===== src/rtl/assert_macros.svh =====
// assert_macros.svh: concurrent assertion macros shared by the rtl
// depends on a clock named clk and an active-low reset named rst_n in scope
`ifndef ASSERT_MACROS_SVH
`define ASSERT_MACROS_SVH

// checked only while out of reset
`define ASSERT_CLK(label, prop, msg) \
  label: assert property (@(posedge clk) disable iff (!rst_n) prop) else $error(msg);

// checked at every edge, reset included
`define ASSERT_ALWAYS(label, prop, msg) \
  label: assert property (@(posedge clk) prop) else $error(msg);

`endif


===== src/rtl/ctpe_pkg.sv =====
// ctpe_pkg: types, constants and helpers of the capture tcp payload extractor
// no dependencies; used by the channel interfaces and the top level
package ctpe_pkg;

  typedef logic [7:0]  byte_t;
  typedef logic [31:0] word_t;
  typedef logic [5:0]  hdr_len_t;

  // reset value of the link header length register
  localparam byte_t    LINK_HDR_RESET = 8'd14;
  // default ip / tcp header length (five 32-bit words)
  localparam hdr_len_t HDR_LEN_DEFAULT = 6'd20;
  localparam logic [3:0] HDR_MIN_WORDS = 4'd5;
  // record header bytes that carry the included length
  localparam word_t    INCL_LEN_FIRST = 32'd8;
  localparam word_t    INCL_LEN_LAST  = 32'd11;
  // tcp byte that holds the data offset nibble
  localparam logic [8:0] TCP_DOFF_BYTE = 9'd12;

  // header length in bytes from a 4-bit word count, short counts clamp to five words
  function automatic hdr_len_t hdr_len_from_nibble(input logic [3:0] nib);
    hdr_len_t len;
    if (nib < HDR_MIN_WORDS) begin
      len = HDR_LEN_DEFAULT;
    end else begin
      len = {nib, 2'b00};
    end
    return len;
  endfunction

endpackage


===== src/rtl/ctpe_in_if.sv =====
// ctpe_in_if: valid/ready channel that carries capture stream items
// depends on ctpe_pkg for the byte type
interface ctpe_in_if;
  logic            valid;
  logic            ready;
  ctpe_pkg::byte_t in_byte;
  logic            capture_end;

  modport source (output valid, output in_byte, output capture_end, input ready);
  modport sink   (input valid, input in_byte, input capture_end, output ready);
endinterface


===== src/rtl/ctpe_out_if.sv =====
// ctpe_out_if: valid/ready channel that carries tcp payload items
// depends on ctpe_pkg for the byte type
interface ctpe_out_if;
  logic            valid;
  logic            ready;
  ctpe_pkg::byte_t payload_byte;
  logic            payload_last;

  modport source (output valid, output payload_byte, output payload_last, input ready);
  modport sink   (input valid, input payload_byte, input payload_last, output ready);
endinterface


===== src/rtl/capture_tcp_payload_extractor.sv =====
// capture_tcp_payload_extractor: pulls tcp payload bytes out of a capture byte stream
// depends on ctpe_pkg, ctpe_in_if, ctpe_out_if and assert_macros.svh
//
//   channel  dir  handshake            carries
//   in_ch    in   valid/ready          in_byte, capture_end
//   out_ch   out  valid/ready          payload_byte, payload_last
//   cfg_*    in   write enable only    link header length (8 bit)
//
// one item per cycle sustained while out_ch does not stall; an accepted item sits in the
// input register, then the parse step loads payload items into the output register, from
// which out_ch presents them
// rst_n is synchronous; reset restores the file header phase and a link header of 14
// a stall on out_ch holds the input register, and in_ch.ready drops once it is full
`include "assert_macros.svh"

module capture_tcp_payload_extractor #(
  parameter int FILE_HEADER_LEN   = 24,
  parameter int RECORD_HEADER_LEN = 16
) (
  input  logic              clk,
  input  logic              rst_n,
  ctpe_in_if.sink           in_ch,
  ctpe_out_if.source        out_ch,
  input  logic              cfg_wr_en,
  input  ctpe_pkg::byte_t   cfg_wr_data
);

  typedef enum logic [1:0] {
    PH_FILE,
    PH_REC,
    PH_BODY
  } phase_t;

  localparam ctpe_pkg::word_t FILE_HDR_END = 32'(FILE_HEADER_LEN);
  localparam ctpe_pkg::word_t REC_HDR_END  = 32'(RECORD_HEADER_LEN);

  // configuration
  ctpe_pkg::byte_t  link_len_r, link_len_nxt;

  // input register
  logic             s1_valid_r, s1_valid_nxt;
  ctpe_pkg::byte_t  s1_byte_r, s1_byte_nxt;
  logic             s1_end_r, s1_end_nxt;

  // parser state
  phase_t             phase_r, phase_nxt;
  ctpe_pkg::word_t    offset_r, offset_nxt;
  ctpe_pkg::word_t    rec_len_r, rec_len_nxt;
  ctpe_pkg::hdr_len_t ip_len_r, ip_len_nxt;
  ctpe_pkg::hdr_len_t tcp_len_r, tcp_len_nxt;

  // output register
  logic             out_valid_r, out_valid_nxt;
  ctpe_pkg::byte_t  out_byte_r, out_byte_nxt;
  logic             out_last_r, out_last_nxt;

  // handshake and step signals
  logic               in_fire;
  logic               s1_fire;
  logic               out_free;
  logic               emit;
  logic               emit_last;
  phase_t             cur_phase;
  ctpe_pkg::word_t    cur_off;
  ctpe_pkg::hdr_len_t cur_ip;
  ctpe_pkg::hdr_len_t cur_tcp;
  ctpe_pkg::word_t    off_inc;
  ctpe_pkg::word_t    len_m1;
  logic [8:0]         tcp_at;
  logic [8:0]         pay_at;

  // handshake
  assign out_free     = !out_valid_r || out_ch.ready;
  assign s1_fire      = s1_valid_r && out_free;
  assign in_ch.ready  = !s1_valid_r || s1_fire;
  assign in_fire      = in_ch.valid && in_ch.ready;

  assign out_ch.valid        = out_valid_r;
  assign out_ch.payload_byte = out_byte_r;
  assign out_ch.payload_last = out_last_r;

  // input register load
  always_comb begin
    s1_valid_nxt = s1_valid_r;
    s1_byte_nxt  = s1_byte_r;
    s1_end_nxt   = s1_end_r;
    if (s1_fire) begin
      s1_valid_nxt = 1'b0;
    end
    if (in_fire) begin
      s1_valid_nxt = 1'b1;
      s1_byte_nxt  = in_ch.in_byte;
      s1_end_nxt   = in_ch.capture_end;
    end
  end

  // configuration write
  assign link_len_nxt = cfg_wr_en ? cfg_wr_data : link_len_r;

  // parse step on the item held in the input register
  always_comb begin
    // a spent file header (empty header length) starts the first record at once
    cur_phase = phase_r;
    cur_off   = offset_r;
    cur_ip    = ip_len_r;
    cur_tcp   = tcp_len_r;
    if (phase_r == PH_FILE && offset_r >= FILE_HDR_END) begin
      cur_phase = PH_REC;
      cur_off   = '0;
      cur_ip    = ctpe_pkg::HDR_LEN_DEFAULT;
      cur_tcp   = ctpe_pkg::HDR_LEN_DEFAULT;
    end

    off_inc     = cur_off + 32'd1;
    len_m1      = rec_len_r - 32'd1;
    phase_nxt   = cur_phase;
    offset_nxt  = cur_off;
    rec_len_nxt = rec_len_r;
    ip_len_nxt  = cur_ip;
    tcp_len_nxt = cur_tcp;
    emit        = 1'b0;
    emit_last   = 1'b0;
    tcp_at      = '0;
    pay_at      = '0;

    unique case (cur_phase)
      PH_FILE: begin
        offset_nxt = off_inc;
        if (off_inc >= FILE_HDR_END) begin
          phase_nxt   = PH_REC;
          offset_nxt  = '0;
          ip_len_nxt  = ctpe_pkg::HDR_LEN_DEFAULT;
          tcp_len_nxt = ctpe_pkg::HDR_LEN_DEFAULT;
        end
      end
      PH_REC: begin
        if (cur_off == '0) begin
          rec_len_nxt = '0;
        end
        // included length, little-endian
        if (cur_off >= ctpe_pkg::INCL_LEN_FIRST && cur_off <= ctpe_pkg::INCL_LEN_LAST) begin
          case (cur_off[1:0])
            2'd0:    rec_len_nxt[7:0]   = s1_byte_r;
            2'd1:    rec_len_nxt[15:8]  = s1_byte_r;
            2'd2:    rec_len_nxt[23:16] = s1_byte_r;
            default: rec_len_nxt[31:24] = s1_byte_r;
          endcase
        end
        offset_nxt = off_inc;
        if (off_inc >= REC_HDR_END) begin
          offset_nxt  = '0;
          ip_len_nxt  = ctpe_pkg::HDR_LEN_DEFAULT;
          tcp_len_nxt = ctpe_pkg::HDR_LEN_DEFAULT;
          // empty record goes straight to the next record header
          phase_nxt   = (rec_len_nxt == '0) ? PH_REC : PH_BODY;
        end
      end
      PH_BODY: begin
        // ip header length from the first ip byte
        if (cur_off == 32'(link_len_r)) begin
          ip_len_nxt = ctpe_pkg::hdr_len_from_nibble(s1_byte_r[3:0]);
        end
        tcp_at = 9'(link_len_r) + 9'(ip_len_nxt);
        // tcp data offset
        if (cur_off == 32'(tcp_at + ctpe_pkg::TCP_DOFF_BYTE)) begin
          tcp_len_nxt = ctpe_pkg::hdr_len_from_nibble(s1_byte_r[7:4]);
        end
        pay_at = tcp_at + 9'(tcp_len_nxt);
        if (cur_off >= 32'(pay_at)) begin
          emit      = 1'b1;
          emit_last = (cur_off == len_m1);
        end
        // end of record
        if (cur_off >= len_m1) begin
          phase_nxt   = PH_REC;
          offset_nxt  = '0;
          ip_len_nxt  = ctpe_pkg::HDR_LEN_DEFAULT;
          tcp_len_nxt = ctpe_pkg::HDR_LEN_DEFAULT;
        end else begin
          offset_nxt = off_inc;
        end
      end
      default: begin
        phase_nxt = PH_FILE;
      end
    endcase

    // capture end closes any open record and rewinds to the file header
    if (s1_end_r) begin
      emit_last   = emit;
      phase_nxt   = PH_FILE;
      offset_nxt  = '0;
      ip_len_nxt  = ctpe_pkg::HDR_LEN_DEFAULT;
      tcp_len_nxt = ctpe_pkg::HDR_LEN_DEFAULT;
    end
  end

  // output register load
  always_comb begin
    out_valid_nxt = out_valid_r;
    out_byte_nxt  = out_byte_r;
    out_last_nxt  = out_last_r;
    if (out_valid_r && out_ch.ready) begin
      out_valid_nxt = 1'b0;
    end
    if (s1_fire) begin
      out_valid_nxt = emit;
      if (emit) begin
        out_byte_nxt = s1_byte_r;
        out_last_nxt = emit_last;
      end
    end
  end

  // state and registered outputs
  always_ff @(posedge clk) begin
    if (!rst_n) begin
      link_len_r  <= ctpe_pkg::LINK_HDR_RESET;
      s1_valid_r  <= 1'b0;
      phase_r     <= PH_FILE;
      offset_r    <= '0;
      rec_len_r   <= '0;
      ip_len_r    <= ctpe_pkg::HDR_LEN_DEFAULT;
      tcp_len_r   <= ctpe_pkg::HDR_LEN_DEFAULT;
      out_valid_r <= 1'b0;
    end else begin
      link_len_r  <= link_len_nxt;
      s1_valid_r  <= s1_valid_nxt;
      out_valid_r <= out_valid_nxt;
      if (s1_fire) begin
        phase_r   <= phase_nxt;
        offset_r  <= offset_nxt;
        rec_len_r <= rec_len_nxt;
        ip_len_r  <= ip_len_nxt;
        tcp_len_r <= tcp_len_nxt;
      end
    end
    s1_byte_r  <= s1_byte_nxt;
    s1_end_r   <= s1_end_nxt;
    out_byte_r <= out_byte_nxt;
    out_last_r <= out_last_nxt;
  end

  // checks
  `ASSERT_ALWAYS(a_reset_empty, (!rst_n) |=> (!s1_valid_r && !out_valid_r), "not empty after reset")
  `ASSERT_CLK(a_ip_len_legal, (ip_len_r >= 6'd20 && ip_len_r <= 6'd60 && ip_len_r[1:0] == 2'b00), "ip header length out of range")
  `ASSERT_CLK(a_body_len_nonzero, (phase_r == PH_BODY) |-> (rec_len_r != '0), "record body entered with zero length")
  `ASSERT_CLK(a_emit_loads_out, (s1_fire && emit) |=> out_valid_r, "payload item not presented")
  `ASSERT_CLK(a_end_rewinds, (s1_fire && s1_end_r) |=> (phase_r == PH_FILE && offset_r == '0), "capture end did not rewind parser")

endmodule


===== src/flat_wrapper.sv =====
// flat-port wrapper written by rule: the top's interface ports become plain ports
module capture_tcp_payload_extractor_flat 
#(
  parameter int FILE_HEADER_LEN   = 24,
  parameter int RECORD_HEADER_LEN = 16
)
  (clk, rst_n, cfg_wr_en, cfg_wr_data, in_ch_valid, in_ch_in_byte, in_ch_capture_end, in_ch_ready, out_ch_valid, out_ch_payload_byte, out_ch_payload_last, out_ch_ready);
  ctpe_in_if in_ch_i ();
  ctpe_out_if out_ch_i ();
  input  logic clk;
  input  logic rst_n;
  input  logic cfg_wr_en;
  input  ctpe_pkg::byte_t cfg_wr_data;
  input wire logic [$bits(in_ch_i.valid)-1:0] in_ch_valid;
  input wire logic [$bits(in_ch_i.in_byte)-1:0] in_ch_in_byte;
  input wire logic [$bits(in_ch_i.capture_end)-1:0] in_ch_capture_end;
  output wire logic [$bits(in_ch_i.ready)-1:0] in_ch_ready;
  output wire logic [$bits(out_ch_i.valid)-1:0] out_ch_valid;
  output wire logic [$bits(out_ch_i.payload_byte)-1:0] out_ch_payload_byte;
  output wire logic [$bits(out_ch_i.payload_last)-1:0] out_ch_payload_last;
  input wire logic [$bits(out_ch_i.ready)-1:0] out_ch_ready;
  assign in_ch_i.valid = in_ch_valid;
  assign in_ch_i.in_byte = in_ch_in_byte;
  assign in_ch_i.capture_end = in_ch_capture_end;
  assign in_ch_ready = in_ch_i.ready;
  assign out_ch_valid = out_ch_i.valid;
  assign out_ch_payload_byte = out_ch_i.payload_byte;
  assign out_ch_payload_last = out_ch_i.payload_last;
  assign out_ch_i.ready = out_ch_ready;
  capture_tcp_payload_extractor #(.FILE_HEADER_LEN(FILE_HEADER_LEN), .RECORD_HEADER_LEN(RECORD_HEADER_LEN)) u_core (.clk(clk), .rst_n(rst_n), .in_ch(in_ch_i), .out_ch(out_ch_i), .cfg_wr_en(cfg_wr_en), .cfg_wr_data(cfg_wr_data));
endmodule

===== config.mk =====
export PLATFORM = sky130hd
export DESIGN_NAME = capture_tcp_payload_extractor_flat
export DESIGN_NICKNAME = d
export VERILOG_FILES = /design/src/rtl/ctpe_pkg.sv /design/src/rtl/ctpe_in_if.sv /design/src/rtl/ctpe_out_if.sv /design/src/rtl/capture_tcp_payload_extractor.sv /design/src/flat_wrapper.sv
export VERILOG_INCLUDE_DIRS = /design/src /design/src/rtl
export SDC_FILE = /design/constraint.sdc
export NUM_CORES = 1
export LEC_CHECK = 0
export ABC_AREA = 1
export BUFFER_PORTS_ARGS = -buffer_cell sky130_fd_sc_hd__buf_2
export CORE_ASPECT_RATIO = 1.5
export CORE_UTILIZATION = 36
export DETAILED_ROUTE_END_ITERATION = 10
export HOLD_SLACK_MARGIN = 0.1
export SLEW_MARGIN = 20
export SYNTH_ARGS = -nofsm -noshare
export SYNTH_HDL_FRONTEND = slang
export SYNTH_SLANG_ARGS = --single-unit
export TNS_END_PERCENT = 100

===== constraint.sdc =====
create_clock -name clk -period 20.8 [get_ports clk]
set_input_delay 1.04 -clock clk [delete_from_list [all_inputs] [get_ports clk]]
set_output_delay 1.04 -clock clk [all_outputs]
set_load 0.01 [all_outputs]

* Word-level counts from Yosys, hierarchy flattened
Index checks and enable logic that the tools add are counted.
** Storage, ports and cells
- Register bits :: 106
- Bits of input ports :: 22
** Operators by class
- Add/subtract/negate cells :: 5
- $lt $le $gt $ge :: 9
- Eq/ne operators :: 7
- Mux-type cells :: 46
- Reductions and logical operators :: 19
** Operator list (number)
- 2-to-1 mux 32 bit :: 8
- greater-or-equal comparator 32 x 5 -> 1 bit, second input constant :: 3
- 2-to-1 mux 6 bit :: 16
- case mux 32 bit (3 select lines) :: 1
- equality test 32 bit :: 2
- logical NOT 32 bit :: 2
- case mux 6 bit (3 select lines) :: 2
- adder 32 x 1 -> 32 bit, second input constant :: 1
- equality test 32 x 8 -> 1 bit :: 1
- greater-or-equal comparator 32 bit :: 1
- greater-or-equal comparator 32 x 4 -> 1 bit, second input constant :: 1
- greater-or-equal comparator 32 x 9 -> 1 bit :: 1
- less-or-equal comparator 32 x 4 -> 1 bit, second input constant :: 1
- 2-to-1 mux 8 bit :: 4
- subtractor 32 x 1 -> 32 bit, second input constant :: 1
- 2-to-1 mux 2 bit :: 6
- adder 9 x 4 -> 10 bit, second input constant :: 1
- adder 8 x 6 -> 9 bit :: 1
- adder 9 x 6 -> 9 bit :: 1
- < comparator 4 x 3 -> 1 bit, second input constant :: 2
- 2-to-1 mux 1 bit :: 8
- logical NOT 2 bit :: 3
- case mux 2 bit (3 select lines) :: 1
- logical AND 1 bit :: 5
- 7 further kinds :: 13

* Logic depth before layout (Yosys ltp)
- Word-level depth :: 16
- Depth in mapped cells :: 55
- Mapped depth without buffers :: 53

* Worst setup path after synthesis
No wires, ideal clock.
- Path type :: flip-flop to flip-flop
- From :: register u_core.offset_r[24]
- To :: register u_core.out_byte_r[0], in the netlist u_core.out_ch.payload_byte[0] (enable)
- Library setup time :: 0.376 ns
- Data arrival time :: 6.633 ns
- Data required time :: 20.424 ns
- Slack :: 13.792 ns
- Stages on the path, launching flop included :: 49
- Path buffers :: 2
- Period minus slack after synthesis :: 7.008 ns
- Path through :: dfxtp_1 > nor2_2 > nand2_1 > inv_1 > nand2_1 > nor2_2 > nand2_2 > nand2_4 > buf_12 > buf_6 > nand2_1 > xor2_1 > nor4_2 > nand3_1 > inv_2 > nor3_1 > ha_1 > fa_1 > [13 not listed] > nor2_1 > nand3_1 > nand2_1 > inv_1 > ha_1 > fa_1 > a21o_1 > a21oi_1 > o21ai_0 > a21oi_1 > xor2_1 > ha_1 > nand2_1 > o21ai_0 > nand2_1 > nand3b_1 > nand2_1 > nor2_1
** On the way
- Longest elaborated chain between the ends :: 16
** Ends and longest elaborated chain
- start: declaration :: RTL line capture_tcp_payload_extractor.sv:47 : ctpe_pkg::word_t offset_r, offset_nxt;
- start signal: assignment :: RTL line capture_tcp_payload_extractor.sv:232 : offset_r <= offset_nxt;
- greater-or-equal comparator 32 x 5 -> 1 bit :: RTL line capture_tcp_payload_extractor.sv:107 : if (phase_r == PH_FILE && offset_r >= FILE_HDR_END) begin
- logical AND 1 bit :: RTL line capture_tcp_payload_extractor.sv:107
- 2-to-1 mux 32 bit :: RTL line capture_tcp_payload_extractor.sv:107
- equality test 32 x 8 -> 1 bit :: RTL line capture_tcp_payload_extractor.sv:160 : if (cur_off == 32'(link_len_r)) begin
- 2-to-1 mux 6 bit :: RTL line capture_tcp_payload_extractor.sv:160
- 2-to-1 mux 6 bit :: RTL line capture_tcp_payload_extractor.sv:126 : unique case (cur_phase)
- adder 8 x 6 -> 9 bit :: RTL line capture_tcp_payload_extractor.sv:163 : tcp_at = 9'(link_len_r) + 9'(ip_len_nxt);
- adder 9 x 4 -> 10 bit :: RTL line capture_tcp_payload_extractor.sv:165 : if (cur_off == 32'(tcp_at + ctpe_pkg::TCP_DOFF_BYTE)) begin
- equality test 32 bit :: RTL line capture_tcp_payload_extractor.sv:165
- 2-to-1 mux 6 bit :: RTL line capture_tcp_payload_extractor.sv:165
- 2-to-1 mux 6 bit :: RTL line capture_tcp_payload_extractor.sv:126
- adder 9 x 6 -> 9 bit :: RTL line capture_tcp_payload_extractor.sv:168 : pay_at = tcp_at + 9'(tcp_len_nxt);
- greater-or-equal comparator 32 x 9 -> 1 bit :: RTL line capture_tcp_payload_extractor.sv:169 : if (cur_off >= 32'(pay_at)) begin
- 2-to-1 mux 1 bit :: RTL line capture_tcp_payload_extractor.sv:169
- 2-to-1 mux 1 bit * :: RTL line capture_tcp_payload_extractor.sv:126
- AND reduction 2 bit (no line) *
- end signal: assignment :: RTL line capture_tcp_payload_extractor.sv:240 : out_byte_r <= out_byte_nxt;
- end: declaration :: RTL line capture_tcp_payload_extractor.sv:54 : ctpe_pkg::byte_t out_byte_r, out_byte_nxt;
Mark *: on every way between the ends. The rest lies on a longest branch, timed or not. The select of a mux whose other input is x is not followed.
A chain may end at the register's enable or synchronous reset.

* Worst setup path after layout
- From :: register u_core.offset_r[11]
- To :: register u_core.out_byte_r[3], in the netlist u_core.out_ch.payload_byte[3] (enable)
The elaborated chain is that of the path after synthesis.

==> flow_summary.toml <==
[drt]
dr.pass1.iters = 5
post-route-drc-count = 0
drt_iter0_drc = 609
vias = 10146
routed_via_density = 5.225
wirelength_um = 31980
wl_per_cell_um = 16.47
detail-route-antenna-nets = 0

[power_and_ir_drop]
finalPower_mw = 0.4550
p_int_mw = 0.3157
combPwrFrac_pct = 12.2
power_density_nw_per_um2 = 43.40
peakVddDrop_v = 0.00005479
netSwitchingFraction_pct = 30.61
clockPowerShare_pct = 39.8
leakage_nw = 5.418
pwr-share-seq_pct = 48.0
p_switching_mw = 0.1393

[synthesis]
synth_edf_count = 18
synthArstFlopShare_pct = 0
synth_top_family_by_area = "simple AND/OR/NAND/NOR gates"
ys_seq_area_share_pct = 23.43
synth_ff_type = "dfxtp_1"
synthMuxAreaShare_pct = 0
ys_ff_latch = 106
synth_area_leaders = "dfxtp_1 18%, nand2_1 18%, inv_1 7.5%"
synthCells = 1603
yosysTopAreaCell = "dfxtp_1"
syn_area_per_cell_um2 = 6.129
yosys_warnings = 0
synthXorXnorAreaFrac_pct = 5.082
synth-simple-area-share_pct = 38.49
netlist_area_um2 = 9824
yosysTopAreaCellShare_pct = 17.93
synthAdderAreaFrac_pct = 7.922
syn_nets = 1686
synth_compound_area_share_pct = 13.95
ys_types = 55

[global_route]
antenna_found_initial = 0
grt_usage_pct = 23.87
grt_pass1_vias = 9511
overflow = 0
grt_pass1_wl_um = 50640
grt_max_degree = 65

[worst_setup_path]
critPathMaxFanout = 57
ff2ff_path_depth = 48
reg2reg_slack_ns = 11.96
cp.arrival_ns = 8.85
worstPathRequired_ns = 20.81
startpoint_type = "flip-flop"
worst_path_most_repeated_cell = "nand2_1"
slowest_stage = "nor2_1"
cp-end-kind = "flip-flop"
max_stage_delay_ns = 0.66
path_class = "reg -> reg"

[sta]
tightest_slew_ns = 0.9181
setup_violations = 0
finalSetupTns_ns = 0
max_slew_margin_pct = 38.32
timing.final.crit_share_pct = 42.48
slew_violations = 0
finClkSkew_ns = 0.01114
fmax_ghz = 0.1132
hold_viol = 0
grt_setup_unrepaired = "no"
finalCriticalPeriod_ns = 8.837
hold_slack_ns = 0.4649

[floorplan]
rows = 73
die_y_um = 204.3
die_w_um = 136.9
start_util_pct = 36.84
ios = 33
coreArea_um2 = 26670
die_area_um2 = 27970

[finish]
layout-drive-gt1-share_pct = 8.224
layout_common_cells = "468 x nand2_1, 197 x inv_1, 179 x nor2_1, 127 x a21oi_1, 99 x nand3_1"
area_delta_synth_final_pct = 6.712
n_antenna_cell = 0
final_common_cell = "nand2_1"
num-nets-final = 1683

[cts]
ctsHoldBuffers = 0
clock_latency_ns = 0.39
cts_buffer_depth = 2
htreeDepth = 3
postCtsSetupBuffers = 0
cts_sinks = 106
cts-resized-gates = 0
clk_transition_reported_paths_ns = 0.08
numCtsBuffers = 9
cts_tree = "yes"
clockRootBuffer = "clkbuf_16"

[placement]
io_buffers = 32
dp_hpwl_um = 24730
place_congestion = 0.9473

[outcome]
outcome = "complete, no violations"

[worst_hold_path]
hold_depth = 2
min_path_type = "reg -> reg"

[run]
max-cap-violations = 0
[worst max-delay path, delay by kind of cell, from the launching register on]
kind                     cells  cell delay [ns]
AND/OR/NAND/NOR             30             4.81
adder cells (fa/ha/maj)      4             1.32
AO/OA/AOI/OAI                6             1.07
buffers and inverters        6             0.49
flip-flops                   1             0.38
XOR/XNOR                     2             0.38
[power by group through the flow]
| stage | Sequential (mW) | Clock [mW] | Combinational (mW) |
|---|---|---|---|
| floorplan | 0.219 | 0 | 0.0406 |
| global placement | 0.223 | 0 | 0.0553 |
| detailed placement | 0.223 | 0 | 0.0551 |
| CTS | 0.218 | 0.185 | 0.0554 |
| global route | 0.219 | 0.189 | 0.0623 |
| finish | 0.218 | 0.181 | 0.0555 |
[through the flow]
step	cell area (µm²)	instances	utilization (%)	worst slack, ns
floorplan	9824	1603	-	13.79
CTS	10480	1942	39.30	12.02
finish	10480	1942	39.31	11.96
global route	10480	1942	39.31	11.26
detailed placement	10190	1926	38.20	12.11
global placement	10190	1926	38.20	12.28
[metal layers]
metal | routed length (µm) | vias to the layer above | GRT usage [%]
met2 | 15800 | 278 | 42.48
met5 | 0 | - | 0
met4 | 1744 | 0 | 14.80
met3 | 1236 | 73 | 2.207
li1 | - | 5161 | -
met1 | 13210 | 4634 | 27.02
[final cells by class]
type / instances / area [µm²]
Fill cell: 2938 / 16190
Tap cell: 337 / 421.7
Inverter: 217 / 814.5
Clock inverter: 7 / 68.82
Multi-Input combinational cell: 1226 / 6431
Clock buffer: 9 / 225.2
Timing Repair Buffer: 40 / 220.2
Sequential cell: 106 / 2302
[cells in the mapped netlist, types with 9 or more instances]
master / count
edfxtp_1: 18
nor3_1: 21
ha_1: 59
inv_2: 18
nand4_1: 23
nor2_4: 9
nor2_2: 13
nand3_1: 99
o21ai_0: 72
inv_1: 197
o211ai_1: 10
nand2_2: 9
dfxtp_1: 88
clkbuf_1: 33
nor2_1: 179
xor2_1: 41
xnor2_1: 16
nand2_1: 469
a21oi_1: 127
[final timing paths]
check / startpoint / to
setup / recovery: u_core.offset_r[11] / u_core.out_ch.payload_byte[3]
hold / removal: u_core.ip_len_r[0] / u_core.ip_len_r[0]
setup reg to reg: u_core.offset_r[11] / u_core.out_ch.payload_byte[3]
hold reg to reg: u_core.ip_len_r[0] / u_core.ip_len_r[0]
[registers in the layout, indices dropped and copies added, names as in the netlist]
name and count:
u_core.out_ch.payload_last 1, u_core.offset_r 32, u_core.s1_valid_r 1, u_core.rec_len_r 32
u_core.s1_byte_r 8, u_core.out_ch.valid 1, u_core.ip_len_r 6, u_core.link_len_r 8
u_core.phase_r 2, u_core.tcp_len_r 6, u_core.s1_end_r 1, u_core.out_ch.payload_byte 8
[logic make-up after synthesis]
logic type / count (synthesis)
flops: 106
buf+inv: 271
xor+xnor: 57
compound gates: 249
fa+ha+maj: 61
simple gates: 859
(Power assumes the default switching activity.)
